$ cat src/hdl/adsr_pkg.sv
package adsr_pkg;

  localparam int ADDR_W = 5;

  typedef logic [2:0] reg_idx_t;

  localparam reg_idx_t REG_NEW_ADSR_MODE = 3'd0;
  localparam reg_idx_t REG_SWAP_PAN      = 3'd1;
  localparam reg_idx_t REG_ATTACK_RATE   = 3'd2;
  localparam reg_idx_t REG_DECAY_RATE    = 3'd3;
  localparam reg_idx_t REG_SUSTAIN_LEVEL = 3'd4;
  localparam reg_idx_t REG_RELEASE_RATE  = 3'd5;
  localparam reg_idx_t REG_FINE_PATTERNS = 3'd6;

  localparam logic [1:0] KIND_KEY_ON  = 2'd1;
  localparam logic [1:0] KIND_KEY_OFF = 2'd2;
  localparam logic [1:0] KIND_UNUSED  = 2'd3;

  localparam logic [7:0] PAN_CENTER = 8'h80;

  typedef enum logic [2:0] {
    ST_IDLE    = 3'd0,
    ST_ATTACK  = 3'd1,
    ST_DECAY   = 3'd2,
    ST_SUSTAIN = 3'd3,
    ST_RELEASE = 3'd4
  } stage_t;

  typedef enum logic [2:0] {
    C_IDLE,
    C_ENV,
    C_MUL,
    C_PAN,
    C_OUT
  } ctrl_state_t;

  typedef struct packed {
    logic [1:0]  kind;
    logic [7:0]  volume;
    logic [7:0]  pan;
    logic [15:0] fadeout;
    logic [7:0]  gate_time;
  } in_item_t;

  typedef struct packed {
    logic [15:0] volume_word;
    logic        voice_ended;
  } out_item_t;

  typedef struct packed {
    logic        new_adsr_mode;
    logic        swap_pan;
    logic [7:0]  attack_rate;
    logic [7:0]  decay_rate;
    logic [7:0]  sustain_level;
    logic [7:0]  release_rate;
    logic [23:0] fine_patterns;
  } cfg_t;

  typedef struct packed {
    logic load_in;
    logic env_step;
    logic mul_step;
    logic pan_step;
    logic out_load;
  } cmd_t;

  typedef struct packed {
    logic has_result;
    logic ended;
  } stat_t;

endpackage

$ cat src/hdl/adsr_regs.sv
module adsr_regs (
  input  logic                         clk,
  input  logic                         rst_n,
  input  logic                         cfg_psel,
  input  logic                         cfg_penable,
  input  logic                         cfg_pwrite,
  input  logic [adsr_pkg::ADDR_W-1:0]  cfg_paddr,
  input  logic [31:0]                  cfg_pwdata,
  output logic [31:0]                  cfg_prdata,
  output logic                         cfg_pready,
  output adsr_pkg::cfg_t               cfg
);
  import adsr_pkg::*;

  cfg_t     cfg_r;
  reg_idx_t idx;
  logic     wr_en;

  assign idx        = cfg_paddr[ADDR_W-1:2];
  assign wr_en      = cfg_psel & cfg_penable & cfg_pwrite;
  assign cfg_pready = 1'b1;
  assign cfg        = cfg_r;

  always_ff @(posedge clk) begin
    if (!rst_n) begin
      cfg_r <= '0;
    end else if (wr_en) begin
      unique case (idx)
        REG_NEW_ADSR_MODE: cfg_r.new_adsr_mode <= cfg_pwdata[0];
        REG_SWAP_PAN:      cfg_r.swap_pan      <= cfg_pwdata[0];
        REG_ATTACK_RATE:   cfg_r.attack_rate   <= cfg_pwdata[7:0];
        REG_DECAY_RATE:    cfg_r.decay_rate    <= cfg_pwdata[7:0];
        REG_SUSTAIN_LEVEL: cfg_r.sustain_level <= cfg_pwdata[7:0];
        REG_RELEASE_RATE:  cfg_r.release_rate  <= cfg_pwdata[7:0];
        REG_FINE_PATTERNS: cfg_r.fine_patterns <= cfg_pwdata[23:0];
        default: ;
      endcase
    end
  end

  always_comb begin
    unique case (idx)
      REG_NEW_ADSR_MODE: cfg_prdata = {31'd0, cfg_r.new_adsr_mode};
      REG_SWAP_PAN:      cfg_prdata = {31'd0, cfg_r.swap_pan};
      REG_ATTACK_RATE:   cfg_prdata = {24'd0, cfg_r.attack_rate};
      REG_DECAY_RATE:    cfg_prdata = {24'd0, cfg_r.decay_rate};
      REG_SUSTAIN_LEVEL: cfg_prdata = {24'd0, cfg_r.sustain_level};
      REG_RELEASE_RATE:  cfg_prdata = {24'd0, cfg_r.release_rate};
      REG_FINE_PATTERNS: cfg_prdata = {8'd0, cfg_r.fine_patterns};
      default:           cfg_prdata = 32'd0;
    endcase
  end

endmodule

$ cat src/hdl/adsr_ctrl.sv
module adsr_ctrl (
  input  logic            clk,
  input  logic            rst_n,
  input  logic            in_valid,
  output logic            in_stall,
  output logic            out_valid,
  input  logic            out_stall,
  input  adsr_pkg::stat_t stat,
  output adsr_pkg::cmd_t  cmd
);
  import adsr_pkg::*;

  ctrl_state_t state_r, state_nxt;
  logic        out_valid_r, out_valid_nxt;
  logic        out_free;

  assign out_free  = !out_valid_r || !out_stall;
  assign in_stall  = (state_r != C_IDLE);
  assign out_valid = out_valid_r;

  always_comb begin
    state_nxt = state_r;
    unique case (state_r)
      C_IDLE: if (in_valid) state_nxt = C_ENV;
      C_ENV: begin
        if (!stat.has_result) state_nxt = C_IDLE;
        else if (stat.ended)  state_nxt = C_OUT;
        else                  state_nxt = C_MUL;
      end
      C_MUL: state_nxt = C_PAN;
      C_PAN: state_nxt = C_OUT;
      C_OUT: if (out_free) state_nxt = C_IDLE;
      default: state_nxt = C_IDLE;
    endcase
  end

  always_comb begin
    cmd = '0;
    unique case (state_r)
      C_IDLE: cmd.load_in  = in_valid;
      C_ENV:  cmd.env_step = 1'b1;
      C_MUL:  cmd.mul_step = 1'b1;
      C_PAN:  cmd.pan_step = 1'b1;
      C_OUT:  cmd.out_load = out_free;
      default: ;
    endcase
  end

  always_comb begin
    out_valid_nxt = out_valid_r;
    if (cmd.out_load)     out_valid_nxt = 1'b1;
    else if (!out_stall)  out_valid_nxt = 1'b0;
  end

  always_ff @(posedge clk) begin
    if (!rst_n) begin
      state_r     <= C_IDLE;
      out_valid_r <= 1'b0;
    end else begin
      state_r     <= state_nxt;
      out_valid_r <= out_valid_nxt;
    end
  end

  a_accept_starts_env: assert property (@(posedge clk) disable iff (!rst_n)
    (in_valid && !in_stall) |=> (state_r == C_ENV))
    else $error("accepted transfer did not start envelope step");

  a_out_hold_while_full: assert property (@(posedge clk) disable iff (!rst_n)
    (state_r == C_OUT && out_valid_r && out_stall) |=> (state_r == C_OUT))
    else $error("result left OUT while output register was full");

  a_load_sets_valid: assert property (@(posedge clk) disable iff (!rst_n)
    cmd.out_load |=> out_valid_r)
    else $error("output load did not raise valid");

endmodule

$ cat src/hdl/adsr_dp.sv
module adsr_dp (
  input  logic                clk,
  input  logic                rst_n,
  input  adsr_pkg::cfg_t      cfg,
  input  adsr_pkg::in_item_t  in_data,
  input  adsr_pkg::cmd_t      cmd,
  output adsr_pkg::stat_t     stat,
  output adsr_pkg::out_item_t out_data
);
  import adsr_pkg::*;

  in_item_t  in_r;
  out_item_t out_r;

  logic [7:0] level_r, level_nxt;
  stage_t     stage_r, stage_nxt;
  logic       tog_r, tog_nxt;
  logic [7:0] gate_r, gate_nxt;
  logic [7:0] afine_r, afine_nxt;
  logic [7:0] dfine_r, dfine_nxt;
  logic [7:0] rfine_r, rfine_nxt;
  logic       ended_r;

  logic [15:0] p_r, p_nxt;
  logic [15:0] word_r;

  logic       key_on, active, running, ended;
  logic [7:0] atk, dec, rel;
  logic [8:0] atk_sum, dec_lim;

  logic [8:0]  mul_a;
  logic [7:0]  mul_b;
  logic [16:0] prod;
  logic [6:0]  pan_fac;
  logic [7:0]  pan_neg;
  logic [15:0] left, right;

  // envelope step
  always_comb begin
    key_on    = (in_r.kind == KIND_KEY_ON);
    level_nxt = level_r;
    stage_nxt = stage_r;
    tog_nxt   = tog_r;
    gate_nxt  = gate_r;
    afine_nxt = afine_r;
    dfine_nxt = dfine_r;
    rfine_nxt = rfine_r;
    ended     = 1'b0;

    if (key_on) begin
      stage_nxt = ST_ATTACK;
      tog_nxt   = 1'b0;
      gate_nxt  = 8'd0;
      afine_nxt = cfg.fine_patterns[23:16];
      dfine_nxt = cfg.fine_patterns[15:8];
      rfine_nxt = cfg.fine_patterns[7:0];
    end else if (in_r.kind == KIND_KEY_OFF) begin
      gate_nxt = 8'd1;
    end

    // gate countdown forces release when it expires
    if (gate_nxt != 8'd0) begin
      gate_nxt = gate_nxt - 8'd1;
      if (gate_nxt == 8'd0) begin
        stage_nxt = ST_RELEASE;
        tog_nxt   = 1'b0;
      end
    end

    running = (stage_nxt != ST_IDLE);
    atk     = cfg.attack_rate  + {7'd0, afine_nxt[7]};
    dec     = cfg.decay_rate   + {7'd0, dfine_nxt[7]};
    rel     = cfg.release_rate + {7'd0, rfine_nxt[7]};
    atk_sum = {1'b0, level_r} + {1'b0, atk};
    dec_lim = {1'b0, cfg.sustain_level} + {1'b0, dec};

    case (stage_nxt)
      ST_ATTACK: begin
        if (atk_sum[8]) begin
          level_nxt = 8'hff;
          stage_nxt = ST_DECAY;
        end else begin
          level_nxt = atk_sum[7:0];
        end
        if (cfg.new_adsr_mode) afine_nxt = {afine_nxt[6:0], afine_nxt[7]};
      end
      ST_DECAY: begin
        if ({1'b0, level_r} <= dec_lim) begin
          level_nxt = cfg.sustain_level;
          stage_nxt = ST_SUSTAIN;
        end else begin
          level_nxt = level_r - dec;
        end
        if (cfg.new_adsr_mode) dfine_nxt = {dfine_nxt[6:0], dfine_nxt[7]};
      end
      ST_RELEASE: begin
        tog_nxt = ~tog_nxt;
        if (tog_nxt || cfg.new_adsr_mode) begin
          if (level_r < rel) ended = 1'b1;
          else               level_nxt = level_r - rel;
        end
        if (!ended && cfg.new_adsr_mode) rfine_nxt = {rfine_nxt[6:0], rfine_nxt[7]};
      end
      default: ;
    endcase

    // release underflow ends the voice
    if (ended) begin
      level_nxt = 8'd0;
      stage_nxt = ST_IDLE;
      tog_nxt   = 1'b0;
      gate_nxt  = 8'd0;
    end

    if (key_on) gate_nxt = in_r.gate_time;

    active = key_on || (in_r.kind != KIND_UNUSED && stage_r != ST_IDLE);
  end

  assign stat.has_result = active && running;
  assign stat.ended      = active && ended;

  // one multiplier shared by the volume and pan products
  assign pan_neg = 8'd0 - in_r.pan;
  assign pan_fac = in_r.pan[7] ? pan_neg[6:0] : in_r.pan[6:0];
  assign mul_a   = cmd.pan_step ? {p_r[15:8], 1'b0} : {1'b0, in_r.volume};
  assign mul_b   = cmd.pan_step ? {1'b0, pan_fac} : level_r;
  assign prod    = {8'd0, mul_a} * {9'd0, mul_b};

  assign p_nxt = (prod[15:0] < in_r.fadeout) ? 16'd0 : (prod[15:0] - in_r.fadeout);

  always_comb begin
    left  = {p_r[15:8], 8'd0};
    right = {p_r[15:8], 8'd0};
    if (in_r.pan < PAN_CENTER)      right = prod[15:0];
    else if (in_r.pan > PAN_CENTER) left  = prod[15:0];
  end

  always_ff @(posedge clk) begin
    if (!rst_n) begin
      level_r <= 8'd0;
      stage_r <= ST_IDLE;
      tog_r   <= 1'b0;
      gate_r  <= 8'd0;
      afine_r <= 8'd0;
      dfine_r <= 8'd0;
      rfine_r <= 8'd0;
      ended_r <= 1'b0;
    end else if (cmd.env_step && active) begin
      level_r <= level_nxt;
      stage_r <= stage_nxt;
      tog_r   <= tog_nxt;
      gate_r  <= gate_nxt;
      afine_r <= afine_nxt;
      dfine_r <= dfine_nxt;
      rfine_r <= rfine_nxt;
      ended_r <= ended;
    end
  end

  always_ff @(posedge clk) begin
    if (cmd.load_in) in_r <= in_data;
    if (cmd.mul_step) p_r <= p_nxt;
    if (cmd.pan_step) begin
      word_r <= cfg.swap_pan ? {right[15:8], left[15:8]} : {left[15:8], right[15:8]};
    end
    if (cmd.out_load) begin
      out_r.volume_word <= ended_r ? 16'd0 : word_r;
      out_r.voice_ended <= ended_r;
    end
  end

  assign out_data = out_r;

  a_ended_is_idle: assert property (@(posedge clk) disable iff (!rst_n)
    ended_r |-> (stage_r == ST_IDLE && level_r == 8'd0 && gate_r == 8'd0))
    else $error("ended voice left state behind");

  a_idle_keeps_level: assert property (@(posedge clk) disable iff (!rst_n)
    (cmd.env_step && stage_r == ST_IDLE && in_r.kind != KIND_KEY_ON) |=> $stable(level_r))
    else $error("idle voice changed level");

  a_ended_has_result: assert property (@(posedge clk) disable iff (!rst_n)
    stat.ended |-> stat.has_result)
    else $error("underflow without result");

endmodule

$ cat src/hdl/adsr_envelope_with_pan_volume_top.sv
// An item with a result passes through the envelope step, volume product, pan product and
// output load states before it shows on out_valid; a voice-end result skips both products.
// The block takes no new item until the last one is through; the single multiplier is used
// twice per item with a result, and a result that finds the output register still full
// waits out the stall. in_stall is high while an item is busy.
// Reset: synchronous, active-low rst_n clears envelope state, registers and handshakes.
module adsr_envelope_with_pan_volume_top (
  input  logic                         clk,
  input  logic                         rst_n,
  input  logic                         in_valid,
  output logic                         in_stall,
  input  adsr_pkg::in_item_t           in_data,
  output logic                         out_valid,
  input  logic                         out_stall,
  output adsr_pkg::out_item_t          out_data,
  input  logic                         cfg_psel,
  input  logic                         cfg_penable,
  input  logic                         cfg_pwrite,
  input  logic [adsr_pkg::ADDR_W-1:0]  cfg_paddr,
  input  logic [31:0]                  cfg_pwdata,
  output logic [31:0]                  cfg_prdata,
  output logic                         cfg_pready
);
  import adsr_pkg::*;

  cfg_t  cfg;
  cmd_t  cmd;
  stat_t stat;

  adsr_regs u_regs (
    .clk         (clk),
    .rst_n       (rst_n),
    .cfg_psel    (cfg_psel),
    .cfg_penable (cfg_penable),
    .cfg_pwrite  (cfg_pwrite),
    .cfg_paddr   (cfg_paddr),
    .cfg_pwdata  (cfg_pwdata),
    .cfg_prdata  (cfg_prdata),
    .cfg_pready  (cfg_pready),
    .cfg         (cfg)
  );

  adsr_ctrl u_ctrl (
    .clk       (clk),
    .rst_n     (rst_n),
    .in_valid  (in_valid),
    .in_stall  (in_stall),
    .out_valid (out_valid),
    .out_stall (out_stall),
    .stat      (stat),
    .cmd       (cmd)
  );

  adsr_dp u_dp (
    .clk      (clk),
    .rst_n    (rst_n),
    .cfg      (cfg),
    .in_data  (in_data),
    .cmd      (cmd),
    .stat     (stat),
    .out_data (out_data)
  );

endmodule
$ cat config.mk
export PLATFORM = sky130hd
export DESIGN_NAME = adsr_envelope_with_pan_volume_top
export DESIGN_NICKNAME = d
export VERILOG_FILES = /design/src/hdl/adsr_pkg.sv /design/src/hdl/adsr_regs.sv /design/src/hdl/adsr_ctrl.sv /design/src/hdl/adsr_dp.sv /design/src/hdl/adsr_envelope_with_pan_volume_top.sv
export SDC_FILE = /design/constraint.sdc
export NUM_CORES = 1
export LEC_CHECK = 0
export BUFFER_PORTS_ARGS = -buffer_cell sky130_fd_sc_hd__buf_2
export CAP_MARGIN = 20
export CORE_MARGIN = 5
export CORE_UTILIZATION = 25
export DETAILED_ROUTE_END_ITERATION = 8
export PLACE_DENSITY = 0.49
export SLEW_MARGIN = 20
export SYNTH_ARGS = -nofsm -noshare
export SYNTH_HDL_FRONTEND = slang
export SYNTH_SLANG_ARGS = --single-unit
$ cat constraint.sdc
create_clock -name clk -period 13.32 [get_ports clk]
set_input_delay 0.666 -clock clk [delete_from_list [all_inputs] [get_ports clk]]
set_output_delay 0.666 -clock clk [all_outputs]
set_load 0.02 [all_outputs]
==> out/metrics.yaml, run 1 <==
critPathMaxFanout: 34
finalCoreUtilization_pct: 28.7
ctsHoldBuffers: 0
regToRegStartpoint: "u_ctrl.state_r[0]$_SDFFE_PN0P_"
startpoint_type: "flip-flop"
critPathLaunch: "u_ctrl.state_r[0]$_SDFFE_PN0P_"
outcome: "completed"
arrival_ns: 8.40
io_buffers: 118
clockRootBuffer: "clkbuf_16"
rsz0062_at_grt: "false"
fillCellCount: 5658
hold_viol: 0
p_leak_nw: 6.63
finalSetupViolCount: 0
cts.clk_slew.worst_paths_ns: 0.07
grt_pass1_wl_mm: 59.1
finalCritPeriodShare_pct: 61.6
cts.repair.resized: 0
synth_top_cells_by_area: "edfxtp_1 19%, dfxtp_1 16%, ha_1 9.2%"
cts_inserted_buffers: 17
peakVddDrop_uv: 94.2
worstPathRequired_ns: 13.51
cp_slowest_cell: "mux2i_1"
cts_max_level: 4
initial_core_util_pct: 25.1
tightestPinTransition_ns: 1.00
max_freq_mhz: 122
netSwitchingFraction_pct: 30.1
synth_ff_type: "dfxtp_1"
drcViolationCount: 0
hold_path_class: "in -> reg"
wl_mm: 37.3
cp.depth: 28
synth_area_per_cell_sq_um: 9.58
viasPerCell: 4.75
grt_pass1_vias: 10400
yosys_warnings: 0
ys_async_sr_fraction_pct: 0
num_vias: 10500
fin_nets: 1732
syn-cell-area_sq_um: 13400
synth-edff-count: 83
clock_sinks: 190
syn_inst: 1402
hold_slack_ns: 0.374
internal_power_w: 0.000980
design.core.area_sq_um: 53500
fin_tns_setup_ns: 0
die_x_um: 242
crit_family: "adder cells"
cts_max_path_buffers: 2
path_buf_inv: 7
hpwl_mm: 29.0
first_pass_iters: 5
clk_latency_ns: 0.48
wl_met1_mm: 17.5
cp-end-kind: "flip-flop"
antenna_found_initial: 2
synth_top_cell_by_area: "edfxtp_1"
ys_seq_elements: 190
ios: 138
pre_cts_ws_ns: 5.04
synth-seq-area-share_pct: 34.5
layout_min_cycle_time_ns: 8.21
powerDensity_nw_per_um2: 91.3
relSlewSlack_pct: 31.3
wl_met3_mm: 1.99
seq_power_share_pct: 46.9
cts_setup_buffers: 0
antenna_left: 0
synth_cell_types: 80
avgRoutedWirePerCell_um: 16.9
synthTopCellsByCount: "146 x nor2_1, 114 x inv_1, 107 x dfxtp_1"
gp_congestion: 0.828
synth_most_common_cell: "nor2_1"
hold_path_startpoint: "in_data[4]"
holdPathStages: 1
drv_cap: 0
setup_ws_ns: 5.11
grt_max_degree: 70
crit_type: "reg -> reg"
cts_tree: "built"
synth_top_area_share_pct: 18.6
area_growth_syn_to_layout_pct: 14.3
met2_length_mm: 17.5
top_layer: "met5"
pwr-share-clk_pct: 36.8
die_y_um: 242
track_usage_pct: 12.6
design.die.area_sq_um: 58400
r2r_cells: 28
drv_slew: 0
power_frac_comb_pct: 16.4
rows: 85
p_switching_w: 0.000421
crit_top_cell: "inv_1"
max_stage_delay_ns: 0.66
drt-initial-drc-count: 670
layout-drive-gt1-share_pct: 14.9
grt_overflow_total: 0
fin_skew_ns: 0.0180
sequential cells by signal, indices dropped and copies added (netlist names):
register / count
u_dp.ended_r: 1
u_dp.word_r: 16
u_dp.out_data: 17
u_dp.stage_r: 3
u_dp.tog_r: 1
u_dp.rfine_r: 8
u_ctrl.out_valid: 1
u_regs.cfg: 58
u_ctrl.state_r: 3
u_dp.gate_r: 8
u_dp.level_r: 8
u_dp.afine_r: 8
u_dp.dfine_r: 8
u_dp.p_r: 8
u_dp.in_r: 42
cells by family (layout without fill, tap and decap cells):
group	count (synthesis)	count (layout)	synth area share (%)
compound gates	264	264	13.9
xor+xnor	69	69	4.66
mux	119	119	9.59
other cells	2	10	0.0559
simple gates	438	438	16.0
flops	190	190	34.5
buf+inv	176	282	5.44
fa+ha+maj	144	144	15.9
metal layers:
| metal | vias to the layer above | track usage, % |
|---|---|---|
| li1 | 5165 | - |
| met1 | 5095 | 17.2 |
| met2 | 228 | 20.5 |
| met3 | 21 | 3.11 |
| met4 | 2 | 2.62 |
| met5 | - | 0 |
area by class of cell:
type,count,area (sq um),area share (%)
Tap cell,696,871,5.68
Antenna cell,1,2.50,0.0163
Sequential cell,190,4630,30.2
Clock inverter,12,119,0.775
Multi-Input combinational cell,1043,8100,52.8
Clock buffer,20,457,2.98
Timing Repair Buffer,136,733,4.78
Inverter,114,428,2.79
power by group through the flow:
stage | logic [W] | clock network (W) | registers [W]
3_5_place_dp | 0.000229 | 0 | 0.000669
6_report | 0.000229 | 0.000515 | 0.000657
3_3_place_gp | 0.000227 | 0 | 0.000670
2_1_floorplan | 0.000165 | 0 | 0.000661
5_1_grt | 0.000255 | 0.000556 | 0.000660
4_1_cts | 0.000231 | 0.000533 | 0.000657
final timing paths:
path,endpoint,slack [ns]
worst max-delay path,u_dp.p_r[9]$_SDFFCE_PN0P_,5.11
worst max register to register,u_dp.p_r[9]$_SDFFCE_PN0P_,5.11
worst min-delay path,u_dp.in_r[4]$_DFFE_PP_,0.37
worst min register to register,u_dp.afine_r[7]$_SDFFE_PN0P_,0.47
cells in the final DEF, fill, tap and decap left out, types with 25 or more instances in the layout:
cell type | netlist | layout
nor2_1 | 146 | 145
buf_2 | 5 | 118
inv_1 | 114 | 113
dfxtp_1 | 107 | 107
ha_1 | 99 | 99
mux2i_1 | 96 | 96
nand2_1 | 94 | 94
edfxtp_1 | 83 | 83
a21oi_1 | 81 | 81
fa_1 | 45 | 45
xnor2_1 | 42 | 42
and3_1 | 42 | 42
o21ai_0 | 40 | 40
nand3_1 | 30 | 30
nor2b_1 | 29 | 29
a22o_1 | 29 | 29
xor2_1 | 25 | 25
per-stage QoR:
step | power [W] | instances | instance area [sq um]
6_report | 0.00140 | 2212 | 15300
4_1_cts | 0.00142 | 2210 | 15300
3_5_place_dp | 0.000899 | 2178 | 14800
2_1_floorplan | 0.000825 | 1409 | 13500
5_1_grt | 0.00147 | 2211 | 15300
3_3_place_gp | 0.000897 | 2178 | 14800
Note: power is estimated with default switching activity, not from simulation.
==> run 2: changes to the inputs <==
clock period = 8.05 ns   (was 13.32 ns; I/O delays follow)
==> out/metrics.yaml, run 2 (synthesis gave the netlist of run 1 again) <==
final_common_cell: "nor2_1"
arrival_ns: 7.88
crit_top_cell: "inv_1"
cts_tree: "built"
peakVddDrop_uv: 147
fin_tns_setup_ns: 0
grt_overflow_total: 0
cts.clk_slew.worst_paths_ns: 0.09
cp-end-kind: "flip-flop"
drcViolationCount: 0
antenna_left: 0
clock_sinks: 190
p_leak_nw: 6.69
cts_max_path_buffers: 2
fin_area_sq_um: 15400
wl_mm: 37.9
finalSetupViolCount: 0
initial_core_util_pct: 25.1
finalCoreUtilization_pct: 28.9
critPathMaxFanout: 6
grt_pass1_vias: 10400
gp_congestion: 0.836
ios: 138
die_y_um: 242
grtUsageMet3_pct: 2.55
grtUsageMet1_pct: 17.5
max_stage_delay_ns: 0.56
final_cell_mix: "145 x nor2_1, 118 x buf_2, 113 x inv_1"
max_freq_mhz: 130
busiest_layer: "met2"
fin_nets: 1746
clockRootBuffer: "clkbuf_16"
first_pass_iters: 5
grt_max_degree: 61
hpwl_mm: 29.7
ctsHoldBuffers: 0
grt_pass1_wl_mm: 59.7
drt-initial-drc-count: 666
powerDensity_nw_per_um2: 149
hold_path_class: "in -> reg"
fin_skew_ns: 0.0245
avgRoutedWirePerCell_um: 17.0
cp_slowest_cell: "fa_1"
startpoint_type: "flip-flop"
rows: 85
rsz0062_at_grt: "false"
outcome: "completed"
finalCritPeriodShare_pct: 95.6
cts_max_level: 4
largest_register_ffs: 58
area_growth_syn_to_layout_pct: 15.0
relSlewSlack_pct: 36.2
die_x_um: 242
design.core.area_sq_um: 53500
holdPathStages: 1
hold_viol: 0
viasPerCell: 4.76
design.die.area_sq_um: 58400
drv_cap: 0
tightestPinTransition_ns: 0.931
drv_slew: 0
placed_area_sq_um: 14900
met2_usage_pct: 20.8
io_buffers: 118
r2r_cells: 30
worstPathRequired_ns: 8.24
track_usage_pct: 12.7
cts_inserted_buffers: 17
crit_type: "reg -> reg"
layout-drive-gt1-share_pct: 15.6
layout_min_cycle_time_ns: 7.70
fillCellCount: 5650
clk_latency_ns: 0.47
antenna_found_initial: 1
num_vias: 10600
run 2: cell types whose count changed in the layout (fill, tap and decap cells not counted), sizes merged:
| cell | before | now |
|---|---|---|
| buf | 136 | 150 |
| clkinv | 2 | 6 |
| clkinvlp | 1 | 0 |
| inv | 123 | 120 |
run 2: routing by layer:
| layer | routed length [um] | part of all wire, % |
|---|---|---|
| met1 | 18200 | 48 |
| met2 | 17600 | 46 |
| met3 | 1520 | 4.0 |
| met4 | 570 | 1.5 |
| met5 | 0 | 0 |
run 2: stage by stage:
| stage | hold WS, ns | cells | worst slack [ns] | total power [W] |
|---|---|---|---|---|
| 3_3_place_gp | 0.450 | 2190 | 0.336 | 0.00149 |
| 5_1_grt | 0.0820 | 2225 | 0.0206 | 0.00242 |
| 4_1_cts | 0.0685 | 2223 | 0.257 | 0.00234 |
| 6_report | 0.105 | 2226 | 0.352 | 0.00231 |
| 2_1_floorplan | 0.442 | 1409 | 1.24 | 0.00137 |
| 3_5_place_dp | 0.459 | 2191 | 0.300 | 0.00149 |
run 2: final timing paths:
path                                start                            to  slack, ns
max               u_dp.in_r[24]$_DFFE_PP_     u_dp.p_r[9]$_SDFFCE_PN0P_       0.35
min                           in_data[34]       u_dp.in_r[34]$_DFFE_PP_       0.10
max reg2reg       u_dp.in_r[24]$_DFFE_PP_     u_dp.p_r[9]$_SDFFCE_PN0P_       0.35
min reg2reg  u_dp.dfine_r[7]$_SDFFE_PN0P_  u_dp.dfine_r[7]$_SDFFE_PN0P_       0.47
run 2: repair_timing:
action                                  CTS  global route
resized for setup                         0             2
setup buffers                             0             2
endpoints found under the setup margin    0             7
run 2: critical path, delay by kind of cell, from the launching register on:
kind	cells	cell delay [ns]
flops	1	0.42
simple gates	8	1.30
compound gates	8	1.86
xor+xnor	2	0.46
buf+inv	5	0.38
fa+ha+maj	7	3.01
run 2: where the power goes:
group / switching [W] / leakage [nW] / internal [W]
Clock: 0.000424 / 0.276 / 0.000411
Sequential: 0.0000345 / 1.64 / 0.00105
Combinational: 0.000238 / 4.78 / 0.000147
run 2: area by class of cell:
class	instances	area [sq um]	share of cell area, %
Antenna cell	1	2.50	0.0162
Clock buffer	20	437	2.83
Clock inverter	12	124	0.802
Inverter	114	428	2.77
Multi-Input combinational cell	1043	8110	52.5
Sequential cell	190	4630	30.0
Tap cell	696	871	5.64
Timing Repair Buffer	150	838	5.43
==> run 3: changes to the inputs <==
SYNTH_HIERARCHICAL = 1   (was not set)
==> out/metrics.yaml, run 3 <==
synth_most_common_cell: "nand2_1"
first_pass_iters: 6
drv_cap: 0
drv_slew: 0
rows: 85
cp.depth: 26
grt_pass1_wl_mm: 59.3
fin_nets: 1750
die_y_um: 243
outcome: "completed"
drt-initial-drc-count: 481
wl_met1_mm: 17.1
drcViolationCount: 0
final_common_cell: "nand2_1"
grt_pass1_vias: 10600
finalSetupViolCount: 0
hpwl_mm: 28.8
syn-cell-area_sq_um: 13600
ios: 138
path_buf_inv: 4
fin_skew_ns: 0.0157
regToRegStartpoint: "u_dp/in_r[24]$_DFFE_PP_"
tightestPinTransition_ns: 1.04
cts_inserted_buffers: 17
yosys_warnings: 6
wl_mm: 37.7
antenna_left: 0
gp_congestion: 0.830
worstPathRequired_ns: 8.28
wl_met3_mm: 1.35
finalPower_w: 0.00222
cts.clk_slew.worst_paths_ns: 0.08
initial_core_util_pct: 25.3
final_cell_mix: "145 x nand2_1, 118 x buf_2, 111 x inv_1"
cp-endpoint: "u_dp/p_r[10]$_SDFFCE_PN0P_"
cts_setup_buffers: 0
grt_overflow_total: 0
arrival_ns: 7.69
crit_family: "adder cells"
clockRootBuffer: "clkbuf_16"
stdcell_count: 2229
diodes: 0
largest_register_ffs: 58
io_buffers: 118
rsz0062_at_grt: "false"
synth-edff-count: 83
synth_top_area_share_pct: 18.3
design.die.area_sq_um: 59100
num_vias: 10500
area_growth_syn_to_layout_pct: 14.3
relSlewSlack_pct: 30.4
viasPerCell: 4.71
r2r_end: "u_dp/p_r[10]$_SDFFCE_PN0P_"
critPathLaunch: "u_dp/in_r[24]$_DFFE_PP_"
cts_max_level: 4
max_freq_mhz: 134
startpoint_type: "flip-flop"
critPathMaxFanout: 6
synth_top_cell_by_area: "edfxtp_1"
r2r_cells: 26
synth_cell_types: 92
cts_max_path_buffers: 2
hold_path_class: "in -> reg"
max_stage_delay_ns: 0.56
avgRoutedWirePerCell_um: 16.9
synth_area_per_cell_sq_um: 9.59
clock_sinks: 190
track_usage_pct: 12.7
finalCritPeriodShare_pct: 92.8
ys_async_sr_fraction_pct: 0
dp_cells: 2197
cp-end-kind: "flip-flop"
syn_inst: 1418
die_x_um: 243
ctsHoldBuffers: 0
synth-seq-area-share_pct: 34.1
hold_viol: 0
met2_length_mm: 18.5
layout-drive-gt1-share_pct: 16.5
p_leak_nw: 6.51
clk_latency_ns: 0.49
synth_ff_type: "dfxtp_1"
crit_type: "reg -> reg"
top_layer: "met4"
peakVddDrop_uv: 168
antenna_found_initial: 1
layout_min_cycle_time_ns: 7.47
cp_slowest_cell: "fa_1"
ys_seq_elements: 190
synth_top_cells_by_area: "edfxtp_1 18%, dfxtp_1 16%, ha_1 9.1%"
synthTopCellsByCount: "145 x nand2_1, 111 x inv_1, 107 x dfxtp_1"
powerDensity_nw_per_um2: 143
design.core.area_sq_um: 53800
grt_max_degree: 106
ff2ff_setup_slack_ns: 0.58
cts_tree: "built"
fin_tns_setup_ns: 0
[run 3: cell count changes after synthesis, sizes merged, moves of 12 or more]
cell   before  now
a21oi      81   50
o21ai      44   63
and2        7   19
a31oi      16    4
nor2      146  104
and3       42   26
a22o       29   11
nand2      94  146
[run 3: logic make-up after synthesis]
group           after synthesis  share of synthesized area, %
compound gates              254                          13.4
xor+xnor                     66                          4.41
fa+ha+maj                   145                          15.8
buf+inv                     171                          5.41
flops                       190                          34.1
mux                         128                          9.74
other cells                   2                        0.0552
simple gates                462                          17.1
[run 3: layout make-up]
type,instances,area (sq um)
Sequential cell,190,4630
Inverter,112,420
Timing Repair Buffer,135,718
Fill cell,5673,38300
Multi-Input combinational cell,1064,8280
Tap cell,696,871
Clock buffer,19,453
Clock inverter,13,169
[run 3: per-stage QoR]
step / util [%] / setup WS (ns) / instance area [sq um] / hold WS (ns)
floorplan: - / 0.777 / 13600 / 0.436
global placement: 27.7 / 0.522 / 14900 / 0.442
detailed placement: 27.7 / 0.430 / 14900 / 0.451
CTS: 28.8 / 0.419 / 15500 / 0.0363
global route: 28.9 / 0.00434 / 15500 / 0.0433
finish: 28.9 / 0.583 / 15500 / 0.0867
[run 3: metal layers]
metal  track usage [%]  vias to the layer above
li1                  -                     5230
met1              15.7                     5084
met2              21.8                      159
met3              2.93                       32
met4              4.24                        0
met5                 0                        -
[run 3: worst min-delay path by stage]
stage,start,endpoint,depth (start not counted)
after global placement,u_dp/dfine_r[7]$_SDFFE_PN0P_,u_dp/dfine_r[7]$_SDFFE_PN0P_,2
after global routing,in_data[0],u_dp/in_r[0]$_DFFE_PP_,1
after floorplan,u_dp/dfine_r[0]$_SDFFE_PN0P_,u_dp/dfine_r[0]$_SDFFE_PN0P_,2
after detailed placement,u_dp/dfine_r[2]$_SDFFE_PN0P_,u_dp/dfine_r[2]$_SDFFE_PN0P_,2
final,in_data[0],u_dp/in_r[0]$_DFFE_PP_,1
after CTS,in_data[0],u_dp/in_r[0]$_DFFE_PP_,1
[run 3: power by group]
group	total, W	switching (W)	internal (W)
combinational	0.000244	0.000153	0.0000910
clock	0.000922	0.000434	0.000488
sequential	0.00105	0.0000217	0.00103
total	0.00222	0.000609	0.00161
[run 3: timing repair]
| action | 4_1_cts | 5_1_grt |
|---|---|---|
| endpoints found under the setup margin | 0 | 6 |
| resized for setup | 0 | 4 |
| hold endpoints to repair | 0 | 0 |
